[src/rtl/core/ios_pkg.sv]
`default_nettype none

package ios_pkg;

    localparam int FRAC_BITS_DEF    = 16;
    localparam int CORDIC_STEPS_DEF = 16;
    localparam int ATAN_LEN         = 24;

    localparam logic [31:0] GAIN_RESET  = 32'h1000_0000;
    localparam logic [31:0] INV_G_Q35   = 32'd3502521750;
    localparam logic [31:0] RAD2DEG_Q26 = 32'd3845054560;

    localparam logic REG_ACCEL_GAIN = 1'b0;
    localparam logic REG_GYRO_GAIN  = 1'b1;

    localparam logic REQ_SAMPLE    = 1'b0;
    localparam logic REQ_CALIBRATE = 1'b1;

    // divide-by-ten unit: reciprocal multiply, ceil(2^40 / 10), two partial products
    localparam int          DIV_W     = 36;
    localparam int          DIV_LO_W  = DIV_W / 2;
    localparam int          DIV_RCP_W = 37;
    localparam int          DIV_SHIFT = 40;
    localparam logic [36:0] DIV_RCP   = 37'd109951162778;

    typedef struct packed {
        logic              req_type;
        logic signed [15:0] accel_x_raw;
        logic signed [15:0] accel_y_raw;
        logic signed [15:0] accel_z_raw;
        logic signed [15:0] gyro_x_raw;
        logic signed [15:0] gyro_y_raw;
        logic signed [15:0] gyro_z_raw;
    } t_in;

    typedef struct packed {
        logic signed [31:0] accel_x_g;
        logic signed [31:0] accel_y_g;
        logic signed [31:0] accel_z_g;
        logic signed [31:0] gyro_x_dps;
        logic signed [31:0] gyro_y_dps;
        logic signed [31:0] gyro_z_dps;
        logic signed [23:0] pitch_deg;
        logic signed [23:0] roll_deg;
    } t_out;

    typedef enum logic [3:0] {
        ST_IDLE,
        ST_MA,
        ST_MB,
        ST_MC,
        ST_MD,
        ST_ME,
        ST_SMOOTH,
        ST_DIV,
        ST_SQUARE,
        ST_SQRT_GO,
        ST_SQRT_WAIT,
        ST_CORD_GO,
        ST_CORD_WAIT,
        ST_OUT
    } t_state;

    // atan(2^-i) in degrees, 24 fraction bits
    function automatic logic [31:0] atan_deg(input logic [4:0] idx);
        case (idx)
            5'd0:    return 32'd754974720;
            5'd1:    return 32'd445687602;
            5'd2:    return 32'd235489088;
            5'd3:    return 32'd119537938;
            5'd4:    return 32'd60000934;
            5'd5:    return 32'd30029717;
            5'd6:    return 32'd15018523;
            5'd7:    return 32'd7509720;
            5'd8:    return 32'd3754917;
            5'd9:    return 32'd1877466;
            5'd10:   return 32'd938734;
            5'd11:   return 32'd469367;
            5'd12:   return 32'd234684;
            5'd13:   return 32'd117342;
            5'd14:   return 32'd58671;
            5'd15:   return 32'd29335;
            5'd16:   return 32'd14668;
            5'd17:   return 32'd7334;
            5'd18:   return 32'd3667;
            5'd19:   return 32'd1833;
            5'd20:   return 32'd917;
            5'd21:   return 32'd458;
            5'd22:   return 32'd229;
            5'd23:   return 32'd115;
            default: return 32'd0;
        endcase
    endfunction

endpackage

`default_nettype wire

[src/rtl/core/ios_div10.sv]
`default_nettype none

module ios_div10 (
    input  wire logic                      i_clk,
    input  wire logic                      i_rst_n,
    input  wire logic                      i_start,
    input  wire logic [ios_pkg::DIV_W-1:0] i_num,
    output logic                           o_done,
    output logic [ios_pkg::DIV_W-1:0]      o_quo
);
    import ios_pkg::*;

    localparam int PW = DIV_LO_W + DIV_RCP_W;
    localparam int AW = DIV_W + DIV_RCP_W;

    logic [DIV_W-1:0]    r_num;
    logic [AW-1:0]       r_acc;
    logic                r_busy;
    logic                r_phase;
    logic                r_done;

    logic [DIV_LO_W-1:0] mul_a;
    logic [PW-1:0]       prod;

    // low half first, then high half shifted in
    assign mul_a = r_phase ? r_num[DIV_W-1:DIV_LO_W] : r_num[DIV_LO_W-1:0];
    assign prod  = PW'(mul_a) * PW'(DIV_RCP);

    always_ff @(posedge i_clk) begin
        if (!i_rst_n) begin
            r_busy  <= 1'b0;
            r_phase <= 1'b0;
            r_done  <= 1'b0;
        end else begin
            r_done <= 1'b0;
            if (i_start) begin
                r_busy  <= 1'b1;
                r_phase <= 1'b0;
            end else if (r_busy) begin
                if (r_phase) begin
                    r_busy  <= 1'b0;
                    r_phase <= 1'b0;
                    r_done  <= 1'b1;
                end else begin
                    r_phase <= 1'b1;
                end
            end
        end
    end

    always_ff @(posedge i_clk) begin
        if (i_start) begin
            r_num <= i_num;
        end else if (r_busy) begin
            if (r_phase) begin
                r_acc <= r_acc + (AW'(prod) << DIV_LO_W);
            end else begin
                r_acc <= AW'(prod);
            end
        end
    end

    assign o_done = r_done;
    assign o_quo  = DIV_W'(r_acc[AW-1:DIV_SHIFT]);

endmodule

`default_nettype wire

[config.mk]
export PLATFORM = sky130hd
export DESIGN_NAME = ios_div10
export DESIGN_NICKNAME = d
export VERILOG_FILES = /design/src/rtl/core/ios_pkg.sv /design/src/rtl/core/ios_div10.sv
export SDC_FILE = /design/constraint.sdc
export NUM_CORES = 1
export LEC_CHECK = 0
export ABC_AREA = 1
export BUFFER_PORTS_ARGS = -buffer_cell sky130_fd_sc_hd__buf_4
export CAP_MARGIN = 25
export CORE_MARGIN = 3
export CORE_UTILIZATION = 40
export CTS_CLUSTER_SIZE = 20
export DETAILED_ROUTE_END_ITERATION = 12
export GPL_TIMING_DRIVEN = 0
export HOLD_SLACK_MARGIN = 0.06
export SLEW_MARGIN = 25
export SYNTH_ARGS = -nofsm -noshare
export SYNTH_HDL_FRONTEND = slang
export SYNTH_SLANG_ARGS = --single-unit
[constraint.sdc]
create_clock -name i_clk -period 17.8 [get_ports i_clk]
set_input_delay 0.89 -clock i_clk [delete_from_list [all_inputs] [get_ports i_clk]]
set_output_delay 0.89 -clock i_clk [all_outputs]
set_load 0.05 [all_outputs]
==> summary.txt <==
Placed design
  • GP Congestion: 0.9736
  • Number of I/O port buffers: 72
  • HPWL Detailed: 42410 microns
  • Pre-CTS setup slack: 8.355 ns

Clock tree
  • Clk pin slew, worst setup/hold paths: 0.08 ns
  • Number of clock sinks: 93
  • Buffers inserted by post-CTS timing repair: 0
  • Hold-fix buffers, CTS: 0
  • CTS buffer count: 9
  • CTS tree: yes
  • H-tree Lvls: 3
  • CTS Buffer Depth: 2
  • Clk_lat worst skew: 0.39 ns
  • Post-CTS sizing: 0
  • Clock root cell: clkbuf_16

Global routing
  • Largest net degree at the start of global routing: 41
  • First-pass GRT wire length: 73830 microns
  • Initial antenna violation count: 0
  • Gr usage total: 0.2528
  • Total gr overflow: 0
  • Vias in the first global route: 12520

Timing
  • RSZ-0062 raised after global routing: no
  • Setup TNS: 0 ns
  • Final-report hold violation count: 0
  • Fin crit share: 0.5467
  • PnR worst setup slack: 8.068 ns
  • Clock skew: 0.01413 ns
  • Final setup fails: 0
  • Pins Over Slew Limit: 0
  • Period minus WS final: 9.732 ns
  • Slew margin rel.: 0.4281
  • Fmax: 102.8 MHz
  • Worst slew pin tran: 0.8578 ns

Route
  • Routed len/inst: 19.41 microns
  • Vias: 13080
  • DRT iter0 DRCs: 1125
  • Remaining DRCs: 0
  • TritonRoute pass-1 iters: 5
  • DRT Wirelength: 48670 microns
  • Via-to-Cell Ratio: 5.215
  • Antenna Nets Post-Route: 0

Setup path
  • Worst path required time: 17.95 ns
  • WP data arrival: 9.89 ns
  • Slack of the worst reg-to-reg path: 8.07 ns
  • Highest cell delay on the worst timing path: 0.66 ns
  • Cell mode on critical path: inv_1
  • Critical path class: reg2reg
  • Startpoint types: flip-flop
  • R2R cell count: 32
  • Worst Path Max Fanout: 10
  • CP Capture Type: flip-flop
  • Crit-path slowest cell: clkbuf_1
  • R2r startpoint: r_phase$_SDFFE_PP0P_
  • Reg2Reg Capture Point: r_acc[68]$_SDFFCE_PN0P_

Die
  • Core ar.: 0.03557 sq mm
  • Die Height: 196.1 microns
  • Die width: 196.1 microns
  • # rows: 69
  • # IOs: 76
  • Initial Utilization: 0.4065
  • Die ar.: 0.03847 sq mm

Synth
  • Area leader, netlist: edfxtp_1
  • Ys Warns: 0
  • Post-Syn Area: 0.01446 sq mm
  • Most frequent cell after synthesis: nand2_1
  • Async SR Flop Fraction: 0
  • Top cells by count, synth: nand2_1 (428), inv_1 (345), ha_1 (195)
  • EDFF count, synth: 90
  • Post-Syn Instances: 1955
  • FF+latch count, synth: 93
  • Yosys top cell area share: 0.1869
  • Avg Cell Area, Syn: 7.396 sq um
  • Synth area leaders: edfxtp_1 (19%), ha_1 (17%), fa_1 (14%), nand2_1 (11%), inv_1 (9.0%)
  • Yosys cell types: 49
  • Register area share after synthesis: 0.1911
  • Main synth FF type: edfxtp_1

Min path
  • HP Start: r_busy$_SDFF_PN0_
  • Worst Hold Class: reg2reg
  • Hold Crit Depth: 2
  • WHS Endpoint: r_phase$_SDFFE_PP0P_

Cells and area
  • Diode count: 0
  • Fin nets: 2378
  • Layout area overhead: 10.39%
  • Share of post-route cells with drive strength above 1: 0.08500

Outcome
  • Outcome: complete, no violations

Run
  • Max-cap violations: 0
worst max-delay path, delay by kind of cell, from the launching register on:
kind,cells,cell delay (ns)
flip-flops,1,0.42
buffers and inverters,9,1.94
AND/OR/NAND/NOR,7,0.96
XOR/XNOR,1,0.58
adder cells (fa/ha/maj),8,3.79
AO/OA/AOI/OAI,7,1.77
cell families after synthesis:
group	count (synthesis)	share of synthesized area
and+or+nand+nor	816	0.2418
buffers and inverters	402	0.1144
other	1	0.0002593
DFF	93	0.1911
xor gates and xnor gates	50	0.03080
AOI/OAI and AO/OA	296	0.1117
adders and majority gates	297	0.3099
sequential cells by signal (all words and copies together), names as in the netlist:
register  flops
r_acc        54
r_num        36
o_done        1
r_busy        1
r_phase       1
how the worst max path moves through the flow:
stage	to	startpoint	slack, ns
floorplan	r_acc[59]$_SDFFCE_PN0P_	r_phase$_SDFFE_PP0P_	10.57
global placement	r_acc[68]$_SDFFCE_PN0P_	r_phase$_SDFFE_PP0P_	8.36
detailed placement	r_acc[68]$_SDFFCE_PN0P_	r_phase$_SDFFE_PP0P_	8.35
CTS	r_acc[68]$_SDFFCE_PN0P_	r_phase$_SDFFE_PP0P_	8.27
global route	r_acc[60]$_SDFFCE_PN0P_	r_phase$_SDFFE_PP0P_	7.64
finish	r_acc[68]$_SDFFCE_PN0P_	r_phase$_SDFFE_PP0P_	8.07
cell usage in the layout, fill, tap and decap left out, drive strengths merged:
| master | count |
|---|---|
| a211oi | 1 |
| a21boi | 3 |
| a21o | 14 |
| a21oi | 138 |
| a31oi | 11 |
| and2 | 17 |
| buf | 116 |
| bufinv | 2 |
| clkbuf | 18 |
| clkinv | 2 |
| clkinvlp | 2 |
| conb | 3 |
| dfxtp | 3 |
| edfxtp | 90 |
| fa | 102 |
| ha | 195 |
| inv | 352 |
| nand2 | 434 |
| nand3 | 95 |
| nand3b | 10 |
| nand4 | 18 |
| nor2 | 195 |
| nor3 | 15 |
| nor3b | 2 |
| nor4 | 13 |
| o2111ai | 1 |
| o21a | 2 |
| o21ai | 112 |
| o21bai | 13 |
| o221ai | 1 |
| or2 | 17 |
| xnor2 | 18 |
| xor2 | 32 |
routing by layer:
layer | routed length [microns] | up-vias | track usage
li1 | - | 6476 | -
met1 | 23730 | 6174 | 0.3811
met2 | 21150 | 395 | 0.3839
met3 | 3127 | 35 | 0.04259
met4 | 660 | 0 | 0.04753
met5 | 0 | - | 0
stage by stage:
stage	hold WS, ns	cell area, sq um	cells	util
floorplan	0.4630	14470	1957	-
global placement	0.4804	15580	2490	0.4382
detailed placement	0.5379	15640	2492	0.4397
CTS	0.5532	15960	2508	0.4488
global route	0.5706	15960	2508	0.4488
finish	0.5479	15960	2508	0.4488
layout make-up:
type	instances	area (sq um)
well taps	461	576.8
flip-flops and latches	93	2763
inverters	351	1323
clock inverters	7	97.59
clock buffers	9	225.2
fillers	3728	19610
multi-input cells	1462	10060
repair buffers	74	588.1
plain buffers	51	331.6
Power is left out: the tool's default activity adds up to more than one toggle a clock period on the data nets, which glitch-free logic cannot reach.
