$ cat config.mk
export PLATFORM = sky130hd
export DESIGN_NAME = ios_sqrt
export DESIGN_NICKNAME = d
export VERILOG_FILES = /design/src/rtl/core/ios_sqrt.sv
export SDC_FILE = /design/constraint.sdc
export NUM_CORES = 1
export LEC_CHECK = 0
export BUFFER_PORTS_ARGS = -buffer_cell sky130_fd_sc_hd__buf_2
export CAP_MARGIN = 20
export CORE_MARGIN = 5
export CORE_UTILIZATION = 53
export DETAILED_ROUTE_END_ITERATION = 10
export PLACE_DENSITY = 0.71
export SLEW_MARGIN = 20
export SYNTH_ARGS = -nofsm -noshare
export SYNTH_HDL_FRONTEND = slang
export SYNTH_SLANG_ARGS = --single-unit
$ cat constraint.sdc
create_clock -name i_clk -period 7.6 [get_ports i_clk]
set_input_delay 1.52 -clock i_clk [delete_from_list [all_inputs] [get_ports i_clk]]
set_output_delay 1.52 -clock i_clk [all_outputs]
set_load 0.01 [all_outputs]
$ cat src/rtl/core/ios_sqrt.sv
`default_nettype none

module ios_sqrt (
    input  wire logic        i_clk,
    input  wire logic        i_rst_n,
    input  wire logic        i_start,
    input  wire logic [63:0] i_n,
    output logic             o_done,
    output logic [31:0]      o_root
);
    logic [63:0] r_n;
    logic [63:0] r_root;
    logic [63:0] r_bit;
    logic        r_busy;
    logic        r_done;

    logic [63:0] trial;

    assign trial = r_root + r_bit;

    always_ff @(posedge i_clk) begin
        if (!i_rst_n) begin
            r_busy <= 1'b0;
            r_done <= 1'b0;
        end else begin
            r_done <= 1'b0;
            if (i_start) begin
                r_busy <= 1'b1;
            end else if (r_busy && r_bit[0]) begin
                r_busy <= 1'b0;
                r_done <= 1'b1;
            end
        end
    end

    always_ff @(posedge i_clk) begin
        if (i_start) begin
            r_n    <= i_n;
            r_root <= '0;
            r_bit  <= 64'h4000_0000_0000_0000;
        end else if (r_busy) begin
            if (r_n >= trial) begin
                r_n    <= r_n - trial;
                r_root <= (r_root >> 1) + r_bit;
            end else begin
                r_root <= r_root >> 1;
            end
            r_bit <= r_bit >> 2;
        end
    end

    assign o_done = r_done;
    assign o_root = r_root[31:0];

endmodule

`default_nettype wire

==> metrics, run 1 <==
total grt overflow 0; Worst Path Required 7.96 ns; Layout Cells excl Fill 2254; Net Sw Frac 44.1%; combinational power share 51.8%; FF+latch count, synth 162; final WL 40.0 mm; CTS Buf Count 17; post-CTS setup buffers 0; I/O pins 100; fin crit share 88.3%; final core occ 56.9%; clock slew at reported path FFs 0.08 ns; CP Data Arrival Time 7.07 ns; remaining antenna violation count 0; R2R cell count 25; status finished, final reports clean; sequential area share after synthesis 26.0%; Hold EP o_done; hold violation total from the final report 0; sequential cell fraction of total power 28.5%; Hold WS 0.503 ns; startpoint types register; height of the die 178 µm; H-Tree Depth 4; Syn. warnings 0; fmax 149 MHz; Setup crit start r_root[2]; core area 27900 µm²; Tot Pwr 4.49 mW; reg2reg setup slack 0.89 ns; std cell rows 61; CTS resizes 0; global-route wire length before repair 64.2 mm; vias in the first global route 12700; Total GRT Usage 24.7%; placed insts 2222; NetSw 1.98 mW; # clock sinks 162; worst reg2reg path endpoint r_root[57]; share of layout cells above drive strength 1 10.2%; clock buffer depth 2; Post-Synthesis Cells 1885; Yosys cell types 82; Post-route DRC 0; Placer Congestion 0.976; Area growth, synth to finish 6.05%; P_leak 6.25 nW; syn_nets 2083; Starting Density 53.7%; Final #Nets 2061; internal power 2.51 mW; initial antenna violation count 0; die area 31700 µm²; pin count of the biggest net entering global routing 93; Synth Flop Type dfxtp_1; Setup CP Type register to register; Final HPWL DP 29.9 mm; hold-critical path depth 2; Mapped Area 15000 µm²; CTS Hold Bufs 0; final setup vio count 0; First-pass DRT Iterations 5; clock root buffer master clkbuf_16; min-delay src r_bit[0]; Pwr Density 283 nW/µm²; CP max FO 63; vias 13800; Clock Skew 0.0188 ns; Avg WL per Cell 17.7 µm; Max Slew Vio Count 0; RSZ-0062 raised after global routing no; Clk pwr share 19.7%; synthesized area per cell 7.93 µm²; crit path capture type register; max_slew headroom 35.2%; post-DR vias/cell 6.13; Detailed Route Iter0 Violations 1009; maximum vdd drop 179 µV; TritonCTS clock tree built; Slew @ Worst Pin 0.972 ns; Post-synth EDFFs 64; HP Class register to register; setup TNS 0 ns; port bufs 99; async set or reset register ratio after synthesis 0%; worst reg2reg path startpoint r_root[2]; Period minus WS final 6.71 ns; Skew-Pair Late Insertion Delay 0.45 ns; Die W 178 µm; diodes inserted 0; MaxCap Viol Count 0
-- registers in the layout, indices dropped and copies added, names as in the netlist --
register	cells
o_done	1
r_bit	32
r_busy	1
r_n	64
r_root	64
-- per-layer routing --
layer  global-route usage, %  wire length (µm)  vias up
met1                    36.4             19500     6434
li1                        -                 -     6863
met3                    3.31              2500       53
met2                    38.0             17100      462
met4                    6.70               797        0
met5                       0                 0        -
-- worst max-delay path: stages (launching register included) --
cell and delay [ns]:
dfxtp_1 0.41, ha_1 0.29, a31oi_1 0.29, o21bai_1 0.19, a211oi_2 0.44, o21bai_2 0.23
a211oi_1 0.27, o21ai_1 0.16, a21oi_1 0.34, o31ai_1 0.19, a21oi_1 0.28, o21bai_1 0.11
xnor2_1 0.20, ha_1 0.35, a21o_1 0.21, a21o_1 0.18, a21oi_1 0.19, o21ai_0 0.18
o21bai_1 0.19, a21oi_1 0.13, o31a_2 0.20, buf_4 0.50, inv_1 0.50, o311ai_1 0.21
xor2_1 0.11, a211oi_1 0.25
-- layout make-up --
class	count	area, µm²
Fill cell	2589	12000
Multi-Input combinational cell	1533	10200
Sequential cell	162	3890
Timing Repair Buffer	105	559
Clock buffer	19	475
Tap cell	378	473
Inverter	44	165
Clock inverter	13	108
-- cells by family (layout without fill, tap and decap cells) --
kind of cell             after synthesis  after routing  synth area share [%]
buffers and inverters                190            181                  5.89
AO/OA/AOI/OAI                        631            631                  27.4
adder cells (fa/ha/maj)              131            131                  11.0
AND/OR/NAND/NOR                      573            573                  17.7
multiplexers                          50             50                  3.39
flip-flops                           162            162                  26.0
XOR/XNOR                             148            148                  8.67
-- worst max path at each step --
| stage | slack, ns | to | cells after the start |
|---|---|---|---|
| 6_report | 0.89 | r_root[57] | 25 |
| 3_3_place_gp | 1.23 | r_root[53] | 25 |
| 5_1_grt | 0.31 | r_root[41] | 25 |
| 2_1_floorplan | 1.91 | r_n[0] | 25 |
| 4_1_cts | 0.92 | r_root[43] | 25 |
| 3_5_place_dp | 0.93 | r_root[57] | 25 |
-- per-stage QoR --
| step | area, µm² | setup slack (ns) |
|---|---|---|
| detailed placement | 15300 | 0.926 |
| global route | 15900 | 0.306 |
| floorplan | 15000 | 1.91 |
| global placement | 15300 | 1.23 |
| finish | 15900 | 0.888 |
| CTS | 15900 | 0.915 |
-- cells in the final DEF (no fill, tap or decap), drive strengths merged, types with 14 or more instances in the layout --
cell type,netlist,final
or3,22,22
ha,130,130
clkbuf,95,19
nand2,198,198
xor2,76,76
a221oi,14,14
nor2b,21,21
inv,43,52
mux2i,45,45
a311oi,17,17
o21bai,30,30
nand4,48,48
o21ai,184,184
xnor2,72,72
nand2b,14,14
a21oi,131,131
nor2,176,176
a211oi,45,45
a31o,19,19
nor3,23,23
nand3,23,23
buf,49,105
a21o,59,59
dfxtp,98,98
a31oi,55,55
edfxtp,64,64
-- synth_stat cells (21+ instances only) --
library cell | instances | area, µm²
a211oi_1 | 41 | 308
a21o_1 | 59 | 443
a21oi_1 | 130 | 651
a31oi_1 | 52 | 325
buf_4 | 34 | 255
clkbuf_1 | 93 | 349
dfxtp_1 | 98 | 1960
edfxtp_1 | 64 | 1920
ha_1 | 130 | 1630
inv_1 | 43 | 161
mux2i_1 | 45 | 450
nand2_1 | 197 | 739
nand3_1 | 23 | 115
nand4_1 | 46 | 288
nor2_1 | 176 | 661
nor2b_1 | 21 | 131
nor3_1 | 23 | 115
o21ai_0 | 167 | 836
o21bai_1 | 29 | 218
or3_1 | 22 | 138
xnor2_1 | 72 | 631
xor2_1 | 76 | 666
-- power by group through the flow --
stage	clock network, mW	logic, mW	registers (mW)
final	0.884	2.32	1.28
after global routing	0.932	2.58	1.29
after CTS	0.895	2.29	1.28
after detailed placement	0	2.27	1.29
after global placement	0	2.25	1.29
after floorplan	0	1.83	1.21
Note: power is estimated with default switching activity, not from simulation.
==> inputs of run 2 (changes only) <==
Settings changed: CORE_UTILIZATION 53 to 34, PLACE_DENSITY 0.71 to not set.
==> metrics, run 2 (synthesized netlist as in run 1, its figures left out) <==
status finished, final reports clean; pin count of the biggest net entering global routing 155; Critical Path Max Stage Delay 0.68 ns; most frequent cells in the layout nand2_1, nor2_1, o21ai_0; Top Registers r_n: 64 flops, r_root: 64 flops, r_bit: 32 flops; commonest non-fill, non-tap cell in the layout nand2_1; RSZ-0062 raised after global routing no; worst reg2reg path startpoint r_root[2]; post-CTS setup buffers 0; CTS Hold Bufs 0; fmax 149 MHz; Slew @ Worst Pin 1.04 ns; initial antenna violation count 0; final core occ 37.2%; fill count 4472; P_leak 6.24 nW; CTS Buf Count 17; Die W 220 µm; share of layout cells above drive strength 1 9.87%; std cell rows 76; Setup CP Type register to register; R2R cell count 20; worst-path cell chain ha_1 > a31oi_1 > o21bai_1 > a211oi_2 > o21bai_2 > o41ai_1 > a31o_2 > o31ai_1 > a21oi_1 > nor2_1 > nor2_1 > xor2_1 > ha_1 > nand4_1 > nor2_1 > nand4_1 > o31a_2 > nor2_1 > or2_2 > buf_4; GR Layer Usage met1 24.8%; met2 usage in global routing 27.6%; clock buffer depth 2; vias 13700; setup TNS 0 ns; Total GRT Usage 17.6%; Final Instance Area 16100 µm²; Global Route met3 Usage 2.76%; CP top delay family compound AO/OA/AOI/OAI gates; Setup crit start r_root[2]; Post-route DRC 0; Starting Density 34.6%; H-Tree Depth 4; MaxCap Viol Count 0; remaining antenna violation count 0; Buf/Inv on CP 1; port bufs 99; slowest library cell on the worst path or2_2; CP max FO 42; Period minus WS final 6.69 ns; Final #Nets 2059; Worst path depth 20; reg2reg setup slack 0.91 ns; Cell Area, Placed 15500 µm²; worst reg2reg path endpoint r_n[63]; total grt overflow 0; fin crit share 88.1%; Skew-Pair Late Insertion Delay 0.46 ns; diodes inserted 0; CP Data Arrival Time 6.78 ns; crit path capture type register; final setup vio count 0; Final HPWL DP 32.5 mm; Placer Congestion 0.916; TritonCTS clock tree built; Max Slew Vio Count 0; Worst Path Required 7.69 ns; gr busiest metal met2; HP Class register to register; final WL 42.7 mm; Worst Setup EP r_n[63]; Detailed Route Iter0 Violations 799; I/O pins 100; # clock sinks 162; Clock Skew 0.0124 ns; core area 43300 µm²; CTS resizes 0; vias in the first global route 13100; clock root buffer master clkbuf_16; startpoint types register; clock slew at reported path FFs 0.07 ns; First-pass DRT Iterations 5; global-route wire length before repair 69.0 mm; Pwr Density 279 nW/µm²; hold violation total from the final report 0; Avg WL per Cell 17.4 µm; die area 48300 µm²; post-DR vias/cell 5.57; CP most frequent cell nor2_1; height of the die 220 µm; max_slew headroom 30.4%; maximum vdd drop 172 µV; Area growth, synth to finish 7.69%
-- run 2: stage by stage --
stage | setup slack, ns | instances | power [mW] | hold WS [ns]
finish | 0.905 | 2459 | 4.50 | 0.521
global route | 0.491 | 2459 | 4.84 | 0.543
CTS | 1.03 | 2459 | 4.50 | 0.525
detailed placement | 1.02 | 2427 | 3.60 | 0.515
global placement | 1.14 | 2427 | 3.58 | 0.494
floorplan | 1.91 | 1885 | 3.05 | 0.454
-- run 2: cell type report --
type	count	area, µm²	share of cell area, %
Inverter	44	165	1.03
Clock buffer	23	512	3.18
Multi-Input combinational cell	1533	10200	63.3
Tap cell	585	732	4.54
Sequential cell	162	3890	24.1
Timing Repair Buffer	103	544	3.38
Clock inverter	9	72.6	0.451
-- run 2: report_power, final --
group / internal, mW / switching (mW) / total, mW
Combinational: 0.905 / 1.43 / 2.33
Sequential: 1.13 / 0.153 / 1.28
Clock: 0.505 / 0.375 / 0.880
-- run 2: layer usage --
metal  vias to the layer above  routed length, µm
li1                       6878                  -
met1                      6422              20700
met2                       357              18900
met3                        50               2080
met4                         0               1030
met5                         -                  0
-- run 2: how the worst min path moves through the flow --
stage               from   endpoint  depth (start not counted)
6_report       r_root[0]  r_root[0]                          2
3_3_place_gp   r_root[0]  r_root[0]                          2
5_1_grt        r_root[0]  r_root[0]                          2
2_1_floorplan   r_bit[0]     o_done                          2
4_1_cts        r_root[0]  r_root[0]                          2
3_5_place_dp   r_root[0]  r_root[0]                          2
-- run 2: worst min-delay path, delay by kind of cell, from the launching register on --
family | cells | cell delay (ns)
DFF | 1 | 0.33
and+or+nand+nor | 1 | 0.09
AOI/OAI and AO/OA | 1 | 0.05
