File: src/rtl/core/ios_pkg.sv
`default_nettype none

package ios_pkg;

    localparam int FRAC_BITS_DEF    = 16;
    localparam int CORDIC_STEPS_DEF = 16;
    localparam int ATAN_LEN         = 24;

    localparam logic [31:0] GAIN_RESET  = 32'h1000_0000;
    localparam logic [31:0] INV_G_Q35   = 32'd3502521750;
    localparam logic [31:0] RAD2DEG_Q26 = 32'd3845054560;

    localparam logic REG_ACCEL_GAIN = 1'b0;
    localparam logic REG_GYRO_GAIN  = 1'b1;

    localparam logic REQ_SAMPLE    = 1'b0;
    localparam logic REQ_CALIBRATE = 1'b1;

    // divide-by-ten unit: reciprocal multiply, ceil(2^40 / 10), two partial products
    localparam int          DIV_W     = 36;
    localparam int          DIV_LO_W  = DIV_W / 2;
    localparam int          DIV_RCP_W = 37;
    localparam int          DIV_SHIFT = 40;
    localparam logic [36:0] DIV_RCP   = 37'd109951162778;

    typedef struct packed {
        logic              req_type;
        logic signed [15:0] accel_x_raw;
        logic signed [15:0] accel_y_raw;
        logic signed [15:0] accel_z_raw;
        logic signed [15:0] gyro_x_raw;
        logic signed [15:0] gyro_y_raw;
        logic signed [15:0] gyro_z_raw;
    } t_in;

    typedef struct packed {
        logic signed [31:0] accel_x_g;
        logic signed [31:0] accel_y_g;
        logic signed [31:0] accel_z_g;
        logic signed [31:0] gyro_x_dps;
        logic signed [31:0] gyro_y_dps;
        logic signed [31:0] gyro_z_dps;
        logic signed [23:0] pitch_deg;
        logic signed [23:0] roll_deg;
    } t_out;

    typedef enum logic [3:0] {
        ST_IDLE,
        ST_MA,
        ST_MB,
        ST_MC,
        ST_MD,
        ST_ME,
        ST_SMOOTH,
        ST_DIV,
        ST_SQUARE,
        ST_SQRT_GO,
        ST_SQRT_WAIT,
        ST_CORD_GO,
        ST_CORD_WAIT,
        ST_OUT
    } t_state;

    // atan(2^-i) in degrees, 24 fraction bits
    function automatic logic [31:0] atan_deg(input logic [4:0] idx);
        case (idx)
            5'd0:    return 32'd754974720;
            5'd1:    return 32'd445687602;
            5'd2:    return 32'd235489088;
            5'd3:    return 32'd119537938;
            5'd4:    return 32'd60000934;
            5'd5:    return 32'd30029717;
            5'd6:    return 32'd15018523;
            5'd7:    return 32'd7509720;
            5'd8:    return 32'd3754917;
            5'd9:    return 32'd1877466;
            5'd10:   return 32'd938734;
            5'd11:   return 32'd469367;
            5'd12:   return 32'd234684;
            5'd13:   return 32'd117342;
            5'd14:   return 32'd58671;
            5'd15:   return 32'd29335;
            5'd16:   return 32'd14668;
            5'd17:   return 32'd7334;
            5'd18:   return 32'd3667;
            5'd19:   return 32'd1833;
            5'd20:   return 32'd917;
            5'd21:   return 32'd458;
            5'd22:   return 32'd229;
            5'd23:   return 32'd115;
            default: return 32'd0;
        endcase
    endfunction

endpackage

`default_nettype wire

File: src/rtl/core/ios_cordic.sv
`default_nettype none

module ios_cordic #(
    parameter int FRAC_BITS    = ios_pkg::FRAC_BITS_DEF,
    parameter int CORDIC_STEPS = ios_pkg::CORDIC_STEPS_DEF
) (
    input  wire logic               i_clk,
    input  wire logic               i_rst_n,
    input  wire logic               i_start,
    input  wire logic signed [32:0] i_y,
    input  wire logic [31:0]        i_x,
    output logic                    o_done,
    output logic signed [23:0]      o_angle
);
    import ios_pkg::*;

    localparam int      CW      = $clog2(CORDIC_STEPS + 1);
    localparam longint  LIM_RAW = longint'(90) << FRAC_BITS;
    localparam longint  LIM     = (LIM_RAW > 64'sh7F_FFFF) ? 64'sh7F_FFFF : LIM_RAW;
    localparam logic signed [32:0] LIM_Z = 33'(LIM);

    logic signed [35:0] r_x;
    logic signed [35:0] r_y;
    logic signed [32:0] r_z;
    logic [CW-1:0]      r_i;
    logic               r_busy;
    logic               r_fin;
    logic               r_done;
    logic signed [23:0] r_ang;

    logic signed [35:0] c_dx;
    logic signed [35:0] c_dy;
    logic signed [32:0] c_at;
    logic signed [32:0] z_rnd;
    logic signed [32:0] z_clip;

    assign c_dx = r_y >>> r_i;
    assign c_dy = r_x >>> r_i;
    assign c_at = $signed({1'b0, atan_deg(5'(r_i))});

    generate
        if (FRAC_BITS < 24) begin : g_round
            localparam int RS = 24 - FRAC_BITS;
            assign z_rnd = (r_z + (33'sd1 <<< (RS - 1))) >>> RS;
        end else begin : g_noround
            assign z_rnd = r_z;
        end
    endgenerate

    always_comb begin
        if (z_rnd > LIM_Z) begin
            z_clip = LIM_Z;
        end else if (z_rnd < -LIM_Z) begin
            z_clip = -LIM_Z;
        end else begin
            z_clip = z_rnd;
        end
    end

    always_ff @(posedge i_clk) begin
        if (!i_rst_n) begin
            r_busy <= 1'b0;
            r_fin  <= 1'b0;
            r_done <= 1'b0;
            r_i    <= '0;
        end else begin
            r_done <= 1'b0;
            r_fin  <= 1'b0;
            if (i_start) begin
                r_i <= '0;
                if (i_y == 33'sd0) begin
                    r_fin <= 1'b1;
                end else begin
                    r_busy <= 1'b1;
                end
            end else if (r_busy) begin
                r_i <= r_i + 1'b1;
                if (r_i == CW'(CORDIC_STEPS - 1)) begin
                    r_busy <= 1'b0;
                    r_fin  <= 1'b1;
                end
            end else if (r_fin) begin
                r_done <= 1'b1;
            end
        end
    end

    always_ff @(posedge i_clk) begin
        if (i_start) begin
            r_x <= $signed({4'b0, i_x});
            r_y <= 36'(i_y);
            r_z <= '0;
        end else if (r_busy) begin
            if (r_y > 36'sd0) begin
                r_x <= r_x + c_dx;
                r_y <= r_y - c_dy;
                r_z <= r_z + c_at;
            end else begin
                r_x <= r_x - c_dx;
                r_y <= r_y + c_dy;
                r_z <= r_z - c_at;
            end
        end
        if (r_fin) begin
            r_ang <= z_clip[23:0];
        end
    end

    assign o_done  = r_done;
    assign o_angle = r_ang;

endmodule

`default_nettype wire
File: config.mk
export PLATFORM = sky130hd
export DESIGN_NAME = ios_cordic
export DESIGN_NICKNAME = d
export VERILOG_FILES = /design/src/rtl/core/ios_pkg.sv /design/src/rtl/core/ios_cordic.sv
export SDC_FILE = /design/constraint.sdc
export NUM_CORES = 1
export LEC_CHECK = 0
export ABC_CLOCK_PERIOD_IN_PS = 7700
export BUFFER_PORTS_ARGS = -buffer_cell sky130_fd_sc_hd__clkbuf_2
export CORE_ASPECT_RATIO = 0.75
export CORE_MARGIN = 4
export CORE_UTILIZATION = 40
export CTS_CLUSTER_DIAMETER = 60
export CTS_CLUSTER_SIZE = 30
export DETAILED_ROUTE_END_ITERATION = 16
export HOLD_SLACK_MARGIN = 0.03
export PLACE_DENSITY = 0.61
export SLEW_MARGIN = 15
export SYNTH_ARGS = -nofsm -noshare
export SYNTH_HDL_FRONTEND = slang
export SYNTH_SLANG_ARGS = --single-unit
File: constraint.sdc
create_clock -name i_clk -period 7.7 [get_ports i_clk]
set_input_delay 0.77 -clock i_clk [delete_from_list [all_inputs] [get_ports i_clk]]
set_output_delay 0.77 -clock i_clk [all_outputs]
set_load 0.05 [all_outputs]
==> summary.txt <==
input/output buffers = 92
Starting Density = 40.9%
GRT overflow = 0
initial DRC count = 2,338
Peak Freq = 140 MHz
mean area per synthesized cell = 8.35 um^2
Synth-to-Final Area Change = 8.70%
first-pass GRT wire length = 111 mm
CP required = 8.06 ns
syn nets = 2,530
most used cell, CP = buf_4
number of synthesized flops with an enable pin = 92
vias in the first global route = 18,000
critical path launch point = r_i[1]
Final ANT Viol Nets = 0
critical path capture point type = register
WL/cell = 24.4 um
final cell count without fillers = 3,033
Worst Path Class, Setup = register to register
Vias/cell = 6.30
critical path, cell by cell = buf_4 > mux4_2 > a22oi_1 > o221ai_1 > a2111oi_1 > buf_4 > nand2_1 > nand4bb_1 > nand2b_2 > nor4_4 > a21oi_1 > and4_1 > or3_1 > ha_1 > nand3_1 > o21a_1 > a311oi_1 > nor3_1 > o41ai_1 > mux2_2
die height = 200 um
PwrDens = 539 mW/mm^2
Clk pin slew, worst setup/hold paths = 0.07 ns
Design Area, Final = 0.0213 mm^2
Worst path slowest cell = dfxtp_4
IO Pins = 93
core box area = 0.0479 mm^2
synthesized area = 0.0196 mm^2
period utilization = 92.6%
final WL = 73.9 mm
RR Endpoint = r_x[35]
Cell variety after synth = 98
Tightest Pin Transition = 1.29 ns
worst relative slew slack = 14.1%
critical path peak fanout = 39
setup TNS = 0 ns
Yosys Warn Count = 0
P_leak = 8.39 nW
CP arrival = 7.49 ns
Post-synth ARST share = 0%
worst hold start = r_z[6]
Worst Reg-to-Reg Cells = 20
r2r startpoint = r_i[1]
CTS tree = built
dpl cells = 2,998
clk_skew = 0.0149 ns
placed cell area = 0.0207 mm^2
final hold viol count = 0
total CTS buffers = 17
nets = 2,565
WP buf/inv = 2
initial antenna violation count = 0
CP delay by family, top = compound AO/OA/AOI/OAI gates
DRC = 0
die area = 0.0526 mm^2
GRT Util Overall = 27.3%
clock sink count = 167
Reg2Reg Setup Slack = 0.57 ns
post-DP HPWL = 56.7 mm
Cells after Synth = 2,344
1st-pass router iterations = 8
Slew Limit Fails = 0
Levels on crit path = 20
Worst Setup Start Kind = register
peak supply drop = 282 uV
status = finished, final reports clean
min cycle time layout = 7.13 ns
H-tree depth = 4
commonest non-fill, non-tap cells in the layout = nand2_1, nor2_1, o21ai_0, a21oi_1, xnor2_1
clock buffer depth = 2
Die X = 263 um
Routability Congestion = 1.04
fill count = 4,721
Hold WS = 0.482 ns
Yosys reg bits = 167
DR vias = 19,100
most common cell after layout, fill and taps aside = nand2_1
biggest cell delay along the critical path = 0.74 ns
share of layout cells above drive strength 1 = 13.5%
Hold-fix buffers, CTS = 0
MaxCap Viol Count = 0
CTS Root Cell = clkbuf_16
RSZ-0062 raised after global routing = no
hold crit path type = register to register
critical path endpoint = r_x[35]
Main synth FF type = edfxtp_1
register area share after synthesis = 21.8%
Site Rows = 69
largest net degree at the start of global routing = 80
Final setup violation count = 0
Skew-Pair Late Insertion Delay = 0.48 ns
layout make-up:
class	count	area [um^2]	area share, %
antenna	2	5.00	0.0235
clock buffer	21	492	2.31
clock inverter	11	101	0.476
inverter	62	233	1.09
multi-input combinational	1982	14400	67.9
sequential	167	4280	20.1
tap	639	800	3.76
timing repair buffer	149	928	4.36
worst register-to-register path, stage by stage (launching register included):
cell and delay, ns:
dfxtp_4 0.74, buf_4 0.45, mux4_2 0.63, a22oi_1 0.29
o221ai_1 0.40, a2111oi_1 0.52, buf_4 0.21, nand2_1 0.08
nand4bb_1 0.27, nand2b_2 0.29, nor4_4 0.32, a21oi_1 0.13
and4_1 0.22, or3_1 0.35, ha_1 0.39, nand3_1 0.12
o21a_1 0.23, a311oi_1 0.44, nor3_1 0.14, o41ai_1 0.42
mux2_2 0.38
through the flow:
| stage | utilization [%] | setup WS [ns] | total power, mW |
|---|---|---|---|
| 2_1_floorplan | - | 1.34 | 8.14 |
| 3_3_place_gp | 43.1 | 0.547 | 10.2 |
| 3_5_place_dp | 43.1 | 0.539 | 10.3 |
| 4_1_cts | 44.4 | 0.526 | 11.3 |
| 5_1_grt | 44.4 | 0.150 | 12.4 |
| 6_report | 44.4 | 0.568 | 11.5 |
kinds of logic after synthesis:
kind of cell / share of synthesized area (%)
AOI/OAI and AO/OA: 22.9
xor gates and xnor gates: 9.26
adders and majority gates: 7.71
buffers and inverters: 4.50
DFF: 21.8
muxes: 15.4
and+or+nand+nor: 18.4
sequential cells by signal, summed over array words and instances (netlist names):
register,cells
r_busy,1
c_at,30
o_done,1
r_x,36
r_fin,1
o_angle,24
r_i,5
r_z,33
r_y,36
worst min-delay path by stage:
| stage | to | slack, ns | cells after the start |
|---|---|---|---|
| 3_3_place_gp | r_z[0] | 0.46 | 2 |
| 2_1_floorplan | r_z[6] | 0.45 | 2 |
| 3_5_place_dp | r_z[6] | 0.47 | 2 |
| 4_1_cts | r_z[0] | 0.48 | 2 |
| 6_report | r_z[6] | 0.48 | 2 |
| 5_1_grt | r_z[6] | 0.52 | 2 |
report_power, final:
group	switching (mW)	total, mW	internal [mW]
sequential	0.624	2.01	1.39
combinational	4.91	8.56	3.65
clock	0.436	0.907	0.471
total	5.97	11.5	5.50
layer usage:
layer / GRT usage, % / vias up / wire length (um)
met1: 40.6 / 9243 / 35200
met5: 0 / - / 0
met2: 38.2 / 893 / 29100
met4: 4.93 / 0 / 1130
met3: 9.45 / 97 / 8470
li1: - / 8872 / -
synthesized netlist by cell type (7+ instances only):
master / n / area share (%)
nor4_1: 29 / 0.93
mux4_2: 70 / 8.1
nand2_1: 239 / 4.6
a22oi_1: 14 / 0.54
o211ai_1: 9 / 0.35
inv_1: 57 / 1.1
nand3_1: 52 / 1.3
nand4_1: 19 / 0.61
nor3b_1: 7 / 0.27
o21ai_1: 14 / 0.36
a21o_1: 49 / 1.9
buf_1: 14 / 0.27
o41ai_1: 7 / 0.31
o21ai_0: 174 / 4.4
clkbuf_1: 81 / 1.6
xnor2_1: 119 / 5.3
mux2_1: 14 / 0.81
a211oi_1: 29 / 1.1
buf_6: 7 / 0.40
and3_1: 21 / 0.67
o21bai_1: 15 / 0.58
o21a_1: 25 / 0.96
nor2b_1: 23 / 0.73
mux2i_1: 96 / 4.9
and2_1: 13 / 0.42
nor3_1: 45 / 1.2
or2_2: 10 / 0.32
nor2_1: 218 / 4.2
buf_2: 24 / 0.61
a311oi_1: 7 / 0.31
a22o_1: 12 / 0.54
nand2b_1: 29 / 0.93
a211o_1: 11 / 0.49
xor2_1: 88 / 3.9
a31oi_1: 22 / 0.70
or3_1: 19 / 0.61
a21boi_0: 7 / 0.27
o221ai_1: 20 / 0.89
edfxtp_1: 92 / 14
o22ai_1: 27 / 0.86
mux2_2: 26 / 1.5
dfxtp_1: 75 / 7.7
a21oi_1: 160 / 4.1
ha_1: 115 / 7.3
o31ai_1: 16 / 0.61
repair_timing:
item                       4_1_cts  5_1_grt
buffers inserted                 0        1
setup endpoints to repair        0        1
resized for setup                0        0
No activity file was read; power rests on OpenSTA's default activity.
